==> src/sv/count_pair_stream_compressor_top_assert.svh <==
// assertion macros for the count pair stream compressor
`ifndef COUNT_PAIR_STREAM_COMPRESSOR_TOP_ASSERT_SVH
`define COUNT_PAIR_STREAM_COMPRESSOR_TOP_ASSERT_SVH

`ifndef ASSERT_OFF

// same-cycle implication, checked out of reset
`define CPSC_ASSERT_NOW(label, cond, prop, msg) \
   label: assert property (@(posedge clock) disable iff (reset) (cond) |-> (prop)) \
      else $error(msg);

// next-cycle implication, checked out of reset
`define CPSC_ASSERT_NEXT(label, cond, prop, msg) \
   label: assert property (@(posedge clock) disable iff (reset) (cond) |=> (prop)) \
      else $error(msg);

`else

`define CPSC_ASSERT_NOW(label, cond, prop, msg)
`define CPSC_ASSERT_NEXT(label, cond, prop, msg)

`endif

`endif

==> src/sv/cpsc_pkg.sv <==
// shared types, constants and helpers of the count pair stream compressor
package cpsc_pkg;

   localparam int RunWidth = 14;
   localparam int RunLimit = 1 << RunWidth;

   // a pending run is flushed once it reaches this length
   localparam logic [RunWidth-1:0] RunMax = RunWidth'(RunLimit - 2);

   localparam logic [31:0] SmallLimit  = 32'd7;
   localparam logic [31:0] MediumLimit = 32'd127;
   localparam logic [31:0] WideLimit   = 32'h7FFF_FFFF;
   // values at or above this need two shift steps to fit below the wide limit
   localparam logic [31:0] WideLimit2  = 32'hFFFF_FFFE;

   localparam logic [3:0] BytesRun    = 4'd2;
   localparam logic [3:0] BytesSmall  = 4'd1;
   localparam logic [3:0] BytesMedium = 4'd2;
   localparam logic [3:0] BytesWide   = 4'd8;

   // record type held in the low two bits of each record
   typedef enum logic [1:0] {
      REC_RUN    = 2'd0,
      REC_SMALL  = 2'd1,
      REC_MEDIUM = 2'd2,
      REC_WIDE   = 2'd3
   } rec_kind_type;

   typedef struct packed {
      logic [31:0] methylated_count;
      logic [31:0] unmethylated_count;
      logic        is_last;
   } req_type;

   typedef struct packed {
      logic [63:0] record;
      logic [3:0]  record_bytes;
      logic        last_for_item;
      logic        end_of_stream;
   } rsp_type;

   // everything one site produces, up to two records
   typedef struct packed {
      logic [1:0]          count;
      rsp_type             first;
      rsp_type             second;
      logic [RunWidth-1:0] next_run;
   } enc_type;

   // zero run record of a given length
   function automatic rsp_type run_record(input logic [RunWidth-1:0] len,
                                          input logic last_item,
                                          input logic eos);
      rsp_type r;
      r.record        = {{(64 - RunWidth - 2){1'b0}}, len, REC_RUN};
      r.record_bytes  = BytesRun;
      r.last_for_item = last_item;
      r.end_of_stream = eos;
      return r;
   endfunction

endpackage

==> src/sv/cpsc_pair_fmt.sv <==
// formats one nonzero count pair into a small, medium or wide record
module cpsc_pair_fmt
   import cpsc_pkg::*;
(
   input  logic [31:0] meth,
   input  logic [31:0] unmeth,
   output logic [63:0] record,
   output logic [3:0]  record_bytes
);

   logic [31:0] larger;
   logic [1:0]  shift;
   logic [31:0] meth_sh;
   logic [31:0] unmeth_sh;

   // common right shift so that both counts fall below the wide limit
   assign larger = (meth >= unmeth) ? meth : unmeth;

   always_comb begin
      if (larger >= WideLimit2) begin
         shift = 2'd2;
      end else if (larger >= WideLimit) begin
         shift = 2'd1;
      end else begin
         shift = 2'd0;
      end
   end

   assign meth_sh   = meth >> shift;
   assign unmeth_sh = unmeth >> shift;

   // pick the shortest form whose limit both counts fall below
   always_comb begin
      if (meth < SmallLimit && unmeth < SmallLimit) begin
         record       = {56'd0, meth[2:0], unmeth[2:0], REC_SMALL};
         record_bytes = BytesSmall;
      end else if (meth < MediumLimit && unmeth < MediumLimit) begin
         record       = {48'd0, meth[6:0], unmeth[6:0], REC_MEDIUM};
         record_bytes = BytesMedium;
      end else begin
         record       = {meth_sh[30:0], unmeth_sh[30:0], REC_WIDE};
         record_bytes = BytesWide;
      end
   end

endmodule

==> src/sv/cpsc_encode.sv <==
// per-site encoding: zero run bookkeeping and selection of up to two records
module cpsc_encode
   import cpsc_pkg::*;
(
   input  req_type             item,
   input  logic [RunWidth-1:0] run,
   output enc_type             enc
);

   logic [63:0]         pair_rec;
   logic [3:0]          pair_bytes;
   rsp_type             pair;
   logic                nonzero;
   logic                at_limit;
   logic [RunWidth-1:0] run_inc;

   cpsc_pair_fmt u_pair_fmt (
      .meth         (item.methylated_count),
      .unmeth       (item.unmethylated_count),
      .record       (pair_rec),
      .record_bytes (pair_bytes)
   );

   // a pair record always closes its item
   always_comb begin
      pair.record        = pair_rec;
      pair.record_bytes  = pair_bytes;
      pair.last_for_item = 1'b1;
      pair.end_of_stream = item.is_last;
   end

   assign nonzero  = (|item.methylated_count) || (|item.unmethylated_count);
   assign at_limit = run >= RunMax;
   assign run_inc  = run + RunWidth'(1);

   // record selection and next run length
   always_comb begin
      enc.count    = 2'd0;
      enc.first    = pair;
      enc.second   = pair;
      enc.next_run = run_inc;
      if (nonzero) begin
         // flush the pending run ahead of the pair
         enc.next_run = '0;
         if (run != '0) begin
            enc.count  = 2'd2;
            enc.first  = run_record(run, 1'b0, 1'b0);
            enc.second = pair;
         end else begin
            enc.count = 2'd1;
            enc.first = pair;
         end
      end else if (at_limit) begin
         // full run goes out; this site opens a run of one, sent at once if last
         if (item.is_last) begin
            enc.count    = 2'd2;
            enc.first    = run_record(run, 1'b0, 1'b0);
            enc.second   = run_record(RunWidth'(1), 1'b1, 1'b1);
            enc.next_run = '0;
         end else begin
            enc.count    = 2'd1;
            enc.first    = run_record(run, 1'b1, 1'b0);
            enc.next_run = RunWidth'(1);
         end
      end else if (item.is_last) begin
         // end of stream flushes the grown run
         enc.count    = 2'd1;
         enc.first    = run_record(run_inc, 1'b1, 1'b1);
         enc.next_run = '0;
      end
   end

endmodule

==> src/sv/count_pair_stream_compressor_top.sv <==
// top level of the count pair stream compressor: input register, encoder, result register
//
//  channel | direction | payload  | handshake
//  req_    | in        | req_type | req_valid / req_stall
//  rsp_    | out       | rsp_type | rsp_valid / rsp_stall
//
// one site per cycle unless rsp_ stalls; a two-record site holds the input register for both
// a site's records reach rsp_ through the input register and then the result register
// the run counter is updated as a site leaves the input register
// reset clears valid flags, the record phase and the pending run length
// a stalled result register frees as soon as its record transfers, so the next record loads
`include "count_pair_stream_compressor_top_assert.svh"

module count_pair_stream_compressor_top
   import cpsc_pkg::*;
(
   input  logic    clock,
   input  logic    reset,
   input  logic    req_valid,
   output logic    req_stall,
   input  req_type req_data,
   output logic    rsp_valid,
   input  logic    rsp_stall,
   output rsp_type rsp_data
);

   logic                in_valid_ff, in_valid_in;
   req_type             in_ff;
   logic                phase_ff, phase_in;
   logic [RunWidth-1:0] run_ff, run_in;
   logic                out_valid_ff, out_valid_in;
   rsp_type             out_ff;

   enc_type             enc;
   rsp_type             cur_rec;
   logic                out_free;
   logic                load_out;
   logic                item_done;
   logic                req_xfer;

   cpsc_encode u_encode (
      .item (in_ff),
      .run  (run_ff),
      .enc  (enc)
   );

   // result register slot and item completion
   assign out_free  = !out_valid_ff || !rsp_stall;
   assign load_out  = in_valid_ff && (enc.count != 2'd0) && out_free;
   assign cur_rec   = phase_ff ? enc.second : enc.first;
   assign item_done = in_valid_ff &&
                      ((enc.count == 2'd0) ||
                       (load_out && (phase_ff || enc.count == 2'd1)));

   assign req_stall = in_valid_ff && !item_done;
   assign req_xfer  = req_valid && !req_stall;

   // next values of the control registers
   always_comb begin
      in_valid_in  = req_xfer || (in_valid_ff && !item_done);
      phase_in     = phase_ff;
      run_in       = run_ff;
      out_valid_in = out_valid_ff;
      if (item_done) begin
         phase_in = 1'b0;
         run_in   = enc.next_run;
      end else if (load_out) begin
         phase_in = 1'b1;
      end
      if (load_out) begin
         out_valid_in = 1'b1;
      end else if (rsp_valid && !rsp_stall) begin
         out_valid_in = 1'b0;
      end
   end

   // control registers
   always_ff @(posedge clock) begin
      if (reset) begin
         in_valid_ff  <= 1'b0;
         phase_ff     <= 1'b0;
         run_ff       <= '0;
         out_valid_ff <= 1'b0;
      end else begin
         in_valid_ff  <= in_valid_in;
         phase_ff     <= phase_in;
         run_ff       <= run_in;
         out_valid_ff <= out_valid_in;
      end
   end

   // payload registers
   always_ff @(posedge clock) begin
      if (req_xfer) begin
         in_ff <= req_data;
      end
      if (load_out) begin
         out_ff <= cur_rec;
      end
   end

   assign rsp_valid = out_valid_ff;
   assign rsp_data  = out_ff;

   // pending run never passes the flush length
   `CPSC_ASSERT_NOW(a_run_bound, 1'b1, run_ff <= RunMax, "pending run above flush length")
   // second record phase only exists with a held site
   `CPSC_ASSERT_NOW(a_phase_held, phase_ff, in_valid_ff, "record phase without a held site")
   // first of two records moves into the second phase
   `CPSC_ASSERT_NEXT(a_phase_enter, load_out && !phase_ff && enc.count == 2'd2, phase_ff,
                     "second record phase not entered")
   // second record closes the site
   `CPSC_ASSERT_NEXT(a_phase_leave, load_out && phase_ff, !phase_ff,
                     "record phase not left after second record")

endmodule
==> config.mk <==
export PLATFORM = sky130hd
export DESIGN_NAME = count_pair_stream_compressor_top
export DESIGN_NICKNAME = d
export VERILOG_FILES = /design/src/sv/cpsc_pkg.sv /design/src/sv/cpsc_pair_fmt.sv /design/src/sv/cpsc_encode.sv /design/src/sv/count_pair_stream_compressor_top.sv
export VERILOG_INCLUDE_DIRS = /design/src /design/src/sv
export SDC_FILE = /design/constraint.sdc
export NUM_CORES = 1
export LEC_CHECK = 0
export ABC_AREA = 1
export BUFFER_PORTS_ARGS = -buffer_cell sky130_fd_sc_hd__buf_2
export CORE_UTILIZATION = 55
export DETAILED_ROUTE_END_ITERATION = 12
export PLACE_DENSITY = 0.78
export SLEW_MARGIN = 20
export SYNTH_ARGS = -nofsm -noshare
export SYNTH_HDL_FRONTEND = slang
export SYNTH_HIERARCHICAL = 1
export SYNTH_SLANG_ARGS = --single-unit
export TNS_END_PERCENT = 1
==> constraint.sdc <==
create_clock -name clock -period 6.3 [get_ports clock]
set_input_delay 0.945 -clock clock [delete_from_list [all_inputs] [get_ports clock]]
set_output_delay 0.945 -clock clock [all_outputs]
set_load 0.02 [all_outputs]
==> flow_summary.json, run 1 <==
{
  "grt_pass1_wl_um": 54900,
  "grt_use_total": 0.329,
  "crit_path_max_fanout": 64,
  "min_period_ns": 4.71,
  "path_class": "flip-flop to flip-flop",
  "cts_resized": 0,
  "htreeDepth": 4,
  "reg2reg_depth": 23,
  "fin_worst_skew_ns": 0.0106,
  "die_area_um2": 21600,
  "netlist.area_leader.share": 0.351,
  "syn-cell-area_um2": 11500,
  "reg2reg_from": "in_ff[7]",
  "met1_usage": 0.498,
  "fillCellCount": 1871,
  "drive_above_1_share": 0.131,
  "dr.pass1.iters": 6,
  "grt_max_degree": 73,
  "cp.arrival_ns": 5.00,
  "multiInputGateArea_um2": 5610,
  "routedWlPerCell_um": 16.4,
  "worstHoldStart": "run_ff[10]",
  "io_pins": 141,
  "worst_pin_slew_ns": 0.987,
  "cts_tree": "yes",
  "outcome": "complete, no violations",
  "core-area_um2": 20400,
  "holdBufCountCts": 0,
  "use_met2": 0.471,
  "portBuffers": 140,
  "hp-class": "flip-flop to flip-flop",
  "setup-violations-final": 0,
  "cts.sinks": 152,
  "use_met3": 0.0596,
  "n_antenna_cell": 0,
  "antenna_left": 0,
  "finalMaxSlewViolations": 0,
  "place_hpwl_um": 24900,
  "synth_edf_count": 135,
  "rsz0062_at_grt": "no",
  "overflow": 0,
  "rows": 52,
  "ys_warn_count": 6,
  "clock.fmax_mhz": 212,
  "synthesis.nets": 1847,
  "top_usage_layer": "met1",
  "nets": 1943,
  "start_util": 0.566,
  "grt_pass1_vias": 10046,
  "period_share": 0.747,
  "clock_latency_ns": 0.43,
  "max_slew_margin": 0.340,
  "synth_ff_type": "edfxtp_1",
  "antenna_found_initial": 0,
  "ctsRootBufferMaster": "clkbuf_16",
  "yosysTopAreaCell": "edfxtp_1",
  "path_clk_slew_ns": 0.06,
  "synth_area_leaders": "edfxtp_1, nand2_1, inv_1",
  "syn-mean-instance-area_um2": 6.62,
  "syn_to_final_growth_pct": 10.9,
  "synth_cell_types": 42,
  "ys_seq_area_frac": 0.381,
  "cts_inserted_buffers": 17,
  "fin_setup_tns_ns": 0,
  "cap_viol_max_count": 0,
  "num_vias": 11489,
  "ys_ff_latch": 152,
  "clock_path_buffers": 2,
  "crit_start": "in_ff[7]",
  "drc_errors": 0,
  "vias_per_cell": 5.42,
  "cts_setup_buffers": 0,
  "hold_viol_final": 0,
  "final-seq-area_um2": 4400,
  "startpoint_type": "flip-flop",
  "critPathCaptureType": "flip-flop",
  "fp.dieW_um": 147,
  "drt_iter0_markers": 1600,
  "required_ns": 6.59,
  "hold_depth": 2,
  "syn_inst": 1741,
  "async_flop_share": 0,
  "gp_congestion": 0.990,
  "die_y_um": 147,
  "drt_wl_total_um": 34700
}
-- sequential cells by signal (all words and copies together) (netlist names) --
signal,flops
in_ff,65
in_valid_ff,1
phase_ff,1
run_ff,14
rsp_valid,1
rsp_data,70
-- cell usage after synthesis (15+ instances only) --
master	instances
dfxtp_1	17
inv_1	276
nand4_1	31
buf_6	15
nor3_1	15
o21ai_1	35
nand2_2	21
nand2_1	621
clkbuf_1	32
o21ai_0	28
nor2_1	194
edfxtp_1	135
ha_1	37
buf_2	16
nand3_1	182
a21oi_1	18
-- routing by layer --
layer / up-vias / part of all wire / wire length [µm]
met5: - / 0 / 0
met4: 0 / 0.022 / 748
met3: 58 / 0.11 / 3780
met2: 676 / 0.42 / 14400
met1: 5129 / 0.45 / 15700
li1: 5626 / - / -
-- worst max-delay path, cell delays in order, from the launching register on --
cell and delay, ns:
edfxtp_1 0.58, inv_1 0.21, ha_1 0.32, nand2_1 0.06, nor2_1 0.14, nand2_1 0.07
nor2_1 0.09, nor2_1 0.05, nand2_1 0.12, nand2_4 0.11, nand2_4 0.23, nand2_1 0.10
nand2_2 0.10, nor2_4 0.06, nand2_4 0.53, inv_4 0.13, nor2_4 0.60, buf_4 0.38
nand2_1 0.09, o22ai_1 0.19, inv_1 0.07, nor2_1 0.12, nand2_1 0.08, nand2_1 0.10
-- metrics by stage --
step | util | instances | setup slack (ns) | hold slack, ns | instance area (µm²)
2_1_floorplan | - | 1741 | 0.979 | 0.499 | 11500
3_3_place_gp | 0.600 | 2088 | 1.82 | 0.523 | 12200
3_5_place_dp | 0.600 | 2088 | 1.76 | 0.532 | 12200
4_1_cts | 0.628 | 2120 | 1.72 | 0.542 | 12800
5_1_grt | 0.628 | 2120 | 1.19 | 0.580 | 12800
6_report | 0.628 | 2120 | 1.59 | 0.546 | 12800
-- logic make-up after synthesis --
group / Yosys count / synth area share
AOI/OAI and AO/OA: 99 / 0.0487
xor gates and xnor gates: 1 / 0.000760
adders and majority gates: 37 / 0.0401
buffers and inverters: 366 / 0.134
DFF: 152 / 0.381
other: 2 / 0.000651
and+or+nand+nor: 1084 / 0.395
-- area by class of cell --
| type | instances | share of cell area |
|---|---|---|
| inverters | 292 | 0.0861 |
| flip-flops and latches | 152 | 0.344 |
| repair buffers | 151 | 0.0612 |
| well taps | 270 | 0.0264 |
| multi-input cells | 1223 | 0.438 |
| clock buffers | 18 | 0.0336 |
| clock inverters | 14 | 0.0108 |
-- placed cells by master (no fill, tap or decap), types with 3 or more instances in the layout --
| cell | n |
|---|---|
| a21oi_1 | 18 |
| buf_2 | 140 |
| buf_4 | 11 |
| clkbuf_16 | 17 |
| clkinvlp_4 | 5 |
| dfxtp_1 | 16 |
| edfxtp_1 | 135 |
| ha_1 | 37 |
| inv_1 | 275 |
| inv_2 | 15 |
| inv_6 | 6 |
| nand2_1 | 619 |
| nand2_2 | 23 |
| nand2_4 | 3 |
| nand3_1 | 182 |
| nand4_1 | 31 |
| nor2_1 | 193 |
| nor2_2 | 4 |
| nor2_4 | 5 |
| nor3_1 | 15 |
| nor4_1 | 3 |
| o211ai_1 | 4 |
| o21ai_0 | 28 |
| o21ai_1 | 35 |
| o22ai_1 | 3 |
-- final timing paths --
check | to | slack [ns]
worst max-delay path | rsp_data[67] | 1.59
worst min-delay path | run_ff[10] | 0.55
worst max register to register | rsp_data[67] | 1.59
worst min register to register | run_ff[10] | 0.55
Power of run 1 is not shown: default switching activity piles up to over one toggle a cycle in this logic, so the estimate is an artifact.
==> run 2, diff against run 1 <==
CORE_UTILIZATION = 54   (was 55)
PLACE_DENSITY = 0.8   (was 0.78)
clock period = 4.2 ns   (was 6.3 ns; I/O delays follow)
==> run 2 against run 1 <==
Compared with the run above:
- critical path depth unchanged
- register-to-register slack worse by 1.4 ns
- first-iteration DRC count down 3.1%
- flip-flop and latch count unchanged
- final cell count up 2.3%
==> flow_summary.json, run 2 (same netlist as run 1, synthesis figures left out) <==
{
  "gp_congestion": 1.00,
  "hp-class": "primary input to flip-flop",
  "fp.dieW_um": 148,
  "min_period_ns": 4.02,
  "cts.sinks": 152,
  "ctsRootBufferMaster": "clkbuf_16",
  "fin_worst_skew_ns": 0.00901,
  "cap_viol_max_count": 0,
  "clock_latency_ns": 0.43,
  "grt_pass1_wl_um": 54100,
  "core-area_um2": 21000,
  "cts_setup_buffers": 0,
  "crit_chain": "ha_1 > nand2_1 > nand2_1 > nand3_1 > nand2_1 > nand2_1 > nand2_1 > a21oi_4 > nand2_4 > nand2_1 > nand2_2 > nor2_4 > nand2_4 > inv_4 > nor2_4 > buf_4 > o21ai_0 > buf_4 > inv_1 > inv_1 > nor2_1 > nand2_1 > nand2_1",
  "vias_per_cell": 5.40,
  "clock.fmax_mhz": 249,
  "cts_resized": 0,
  "drt_wl_total_um": 35200,
  "dr.pass1.iters": 6,
  "finalMaxSlewViolations": 0,
  "path_class": "flip-flop to flip-flop",
  "final_core_util": 0.633,
  "grt_pass1_vias": 10071,
  "crit_slowest_cell": "edfxtp_1",
  "n_antenna_cell": 0,
  "holdBufCountCts": 0,
  "critPathCaptureType": "flip-flop",
  "nets": 1987,
  "num_vias": 11716,
  "antenna_left": 0,
  "fin_setup_tns_ns": 0,
  "rows": 53,
  "rsz0062_at_grt": "no",
  "htreeDepth": 4,
  "overflow": 0,
  "die_area_um2": 21900,
  "required_ns": 4.39,
  "setup-violations-final": 0,
  "period_share": 0.958,
  "grt_use_total": 0.322,
  "critPathTopFamily": "simple AND/OR/NAND/NOR gates",
  "hold_viol_final": 0,
  "largest_register_ffs": 70,
  "outcome": "complete, no violations",
  "drt_iter0_markers": 1550,
  "io_pins": 141,
  "portBuffers": 140,
  "path_clk_slew_ns": 0.07,
  "worst_pin_slew_ns": 1.02,
  "place_hpwl_um": 25700,
  "drc_errors": 0,
  "cpPeakStageDelay_ns": 0.56,
  "crit_path_max_fanout": 18,
  "cts_tree": "yes",
  "final_cell_mix": "nand2_1, inv_1, nor2_1",
  "syn_to_final_growth_pct": 15.1,
  "fin_area_um2": 13300,
  "startpoint_type": "flip-flop",
  "clock_path_buffers": 2,
  "path_buf_inv": 5,
  "die_y_um": 148,
  "cp.arrival_ns": 4.21,
  "start_util": 0.550,
  "dpl-instance-area_um2": 12600,
  "antenna_found_initial": 0,
  "cts_inserted_buffers": 17,
  "cp_common_cell": "nand2_1",
  "drive_above_1_share": 0.151,
  "max_slew_margin": 0.315,
  "grt_max_degree": 72,
  "routedWlPerCell_um": 16.3,
  "final_common_cell": "nand2_1"
}
==> run 2: area by class of cell <==
type / count / area, µm²
clock buffers: 19 / 433
multi-input cells: 1223 / 5610
fillers: 1923 / 7680
inverters: 292 / 1100
flip-flops and latches: 152 / 4400
clock inverters: 13 / 241
repair buffers: 195 / 1150
well taps: 275 / 344
==> run 2: through the flow <==
step / hold WS, ns / cells / setup slack [ns]
floorplan: 0.499 / 1741 / 0.647
finish: 0.372 / 2169 / 0.176
CTS: 0.361 / 2169 / 0.338
global placement: 0.520 / 2137 / 0.415
detailed placement: 0.533 / 2137 / 0.359
global route: 0.356 / 2169 / 0.0397
==> run 2: worst paths after layout <==
| path | end | slack [ns] | start | cells past startpoint |
|---|---|---|---|---|
| max | rsp_data[26] | 0.18 | in_ff[50] | 23 |
| min reg2reg | run_ff[7] | 0.54 | run_ff[7] | 2 |
| max reg2reg | rsp_data[26] | 0.18 | in_ff[50] | 23 |
| min | in_ff[43] | 0.37 | req_data[43] | 1 |
==> run 2: per-layer routing <==
layer,global-route usage,wire (µm),part of all wire,up-vias
li1,-,-,-,5724
met1,0.481,15600,0.44,5257
met2,0.460,14800,0.42,675
met3,0.0681,4050,0.11,60
met4,0.102,786,0.022,0
met5,0,0,0,-
Power of run 2 is left out for the same reason.
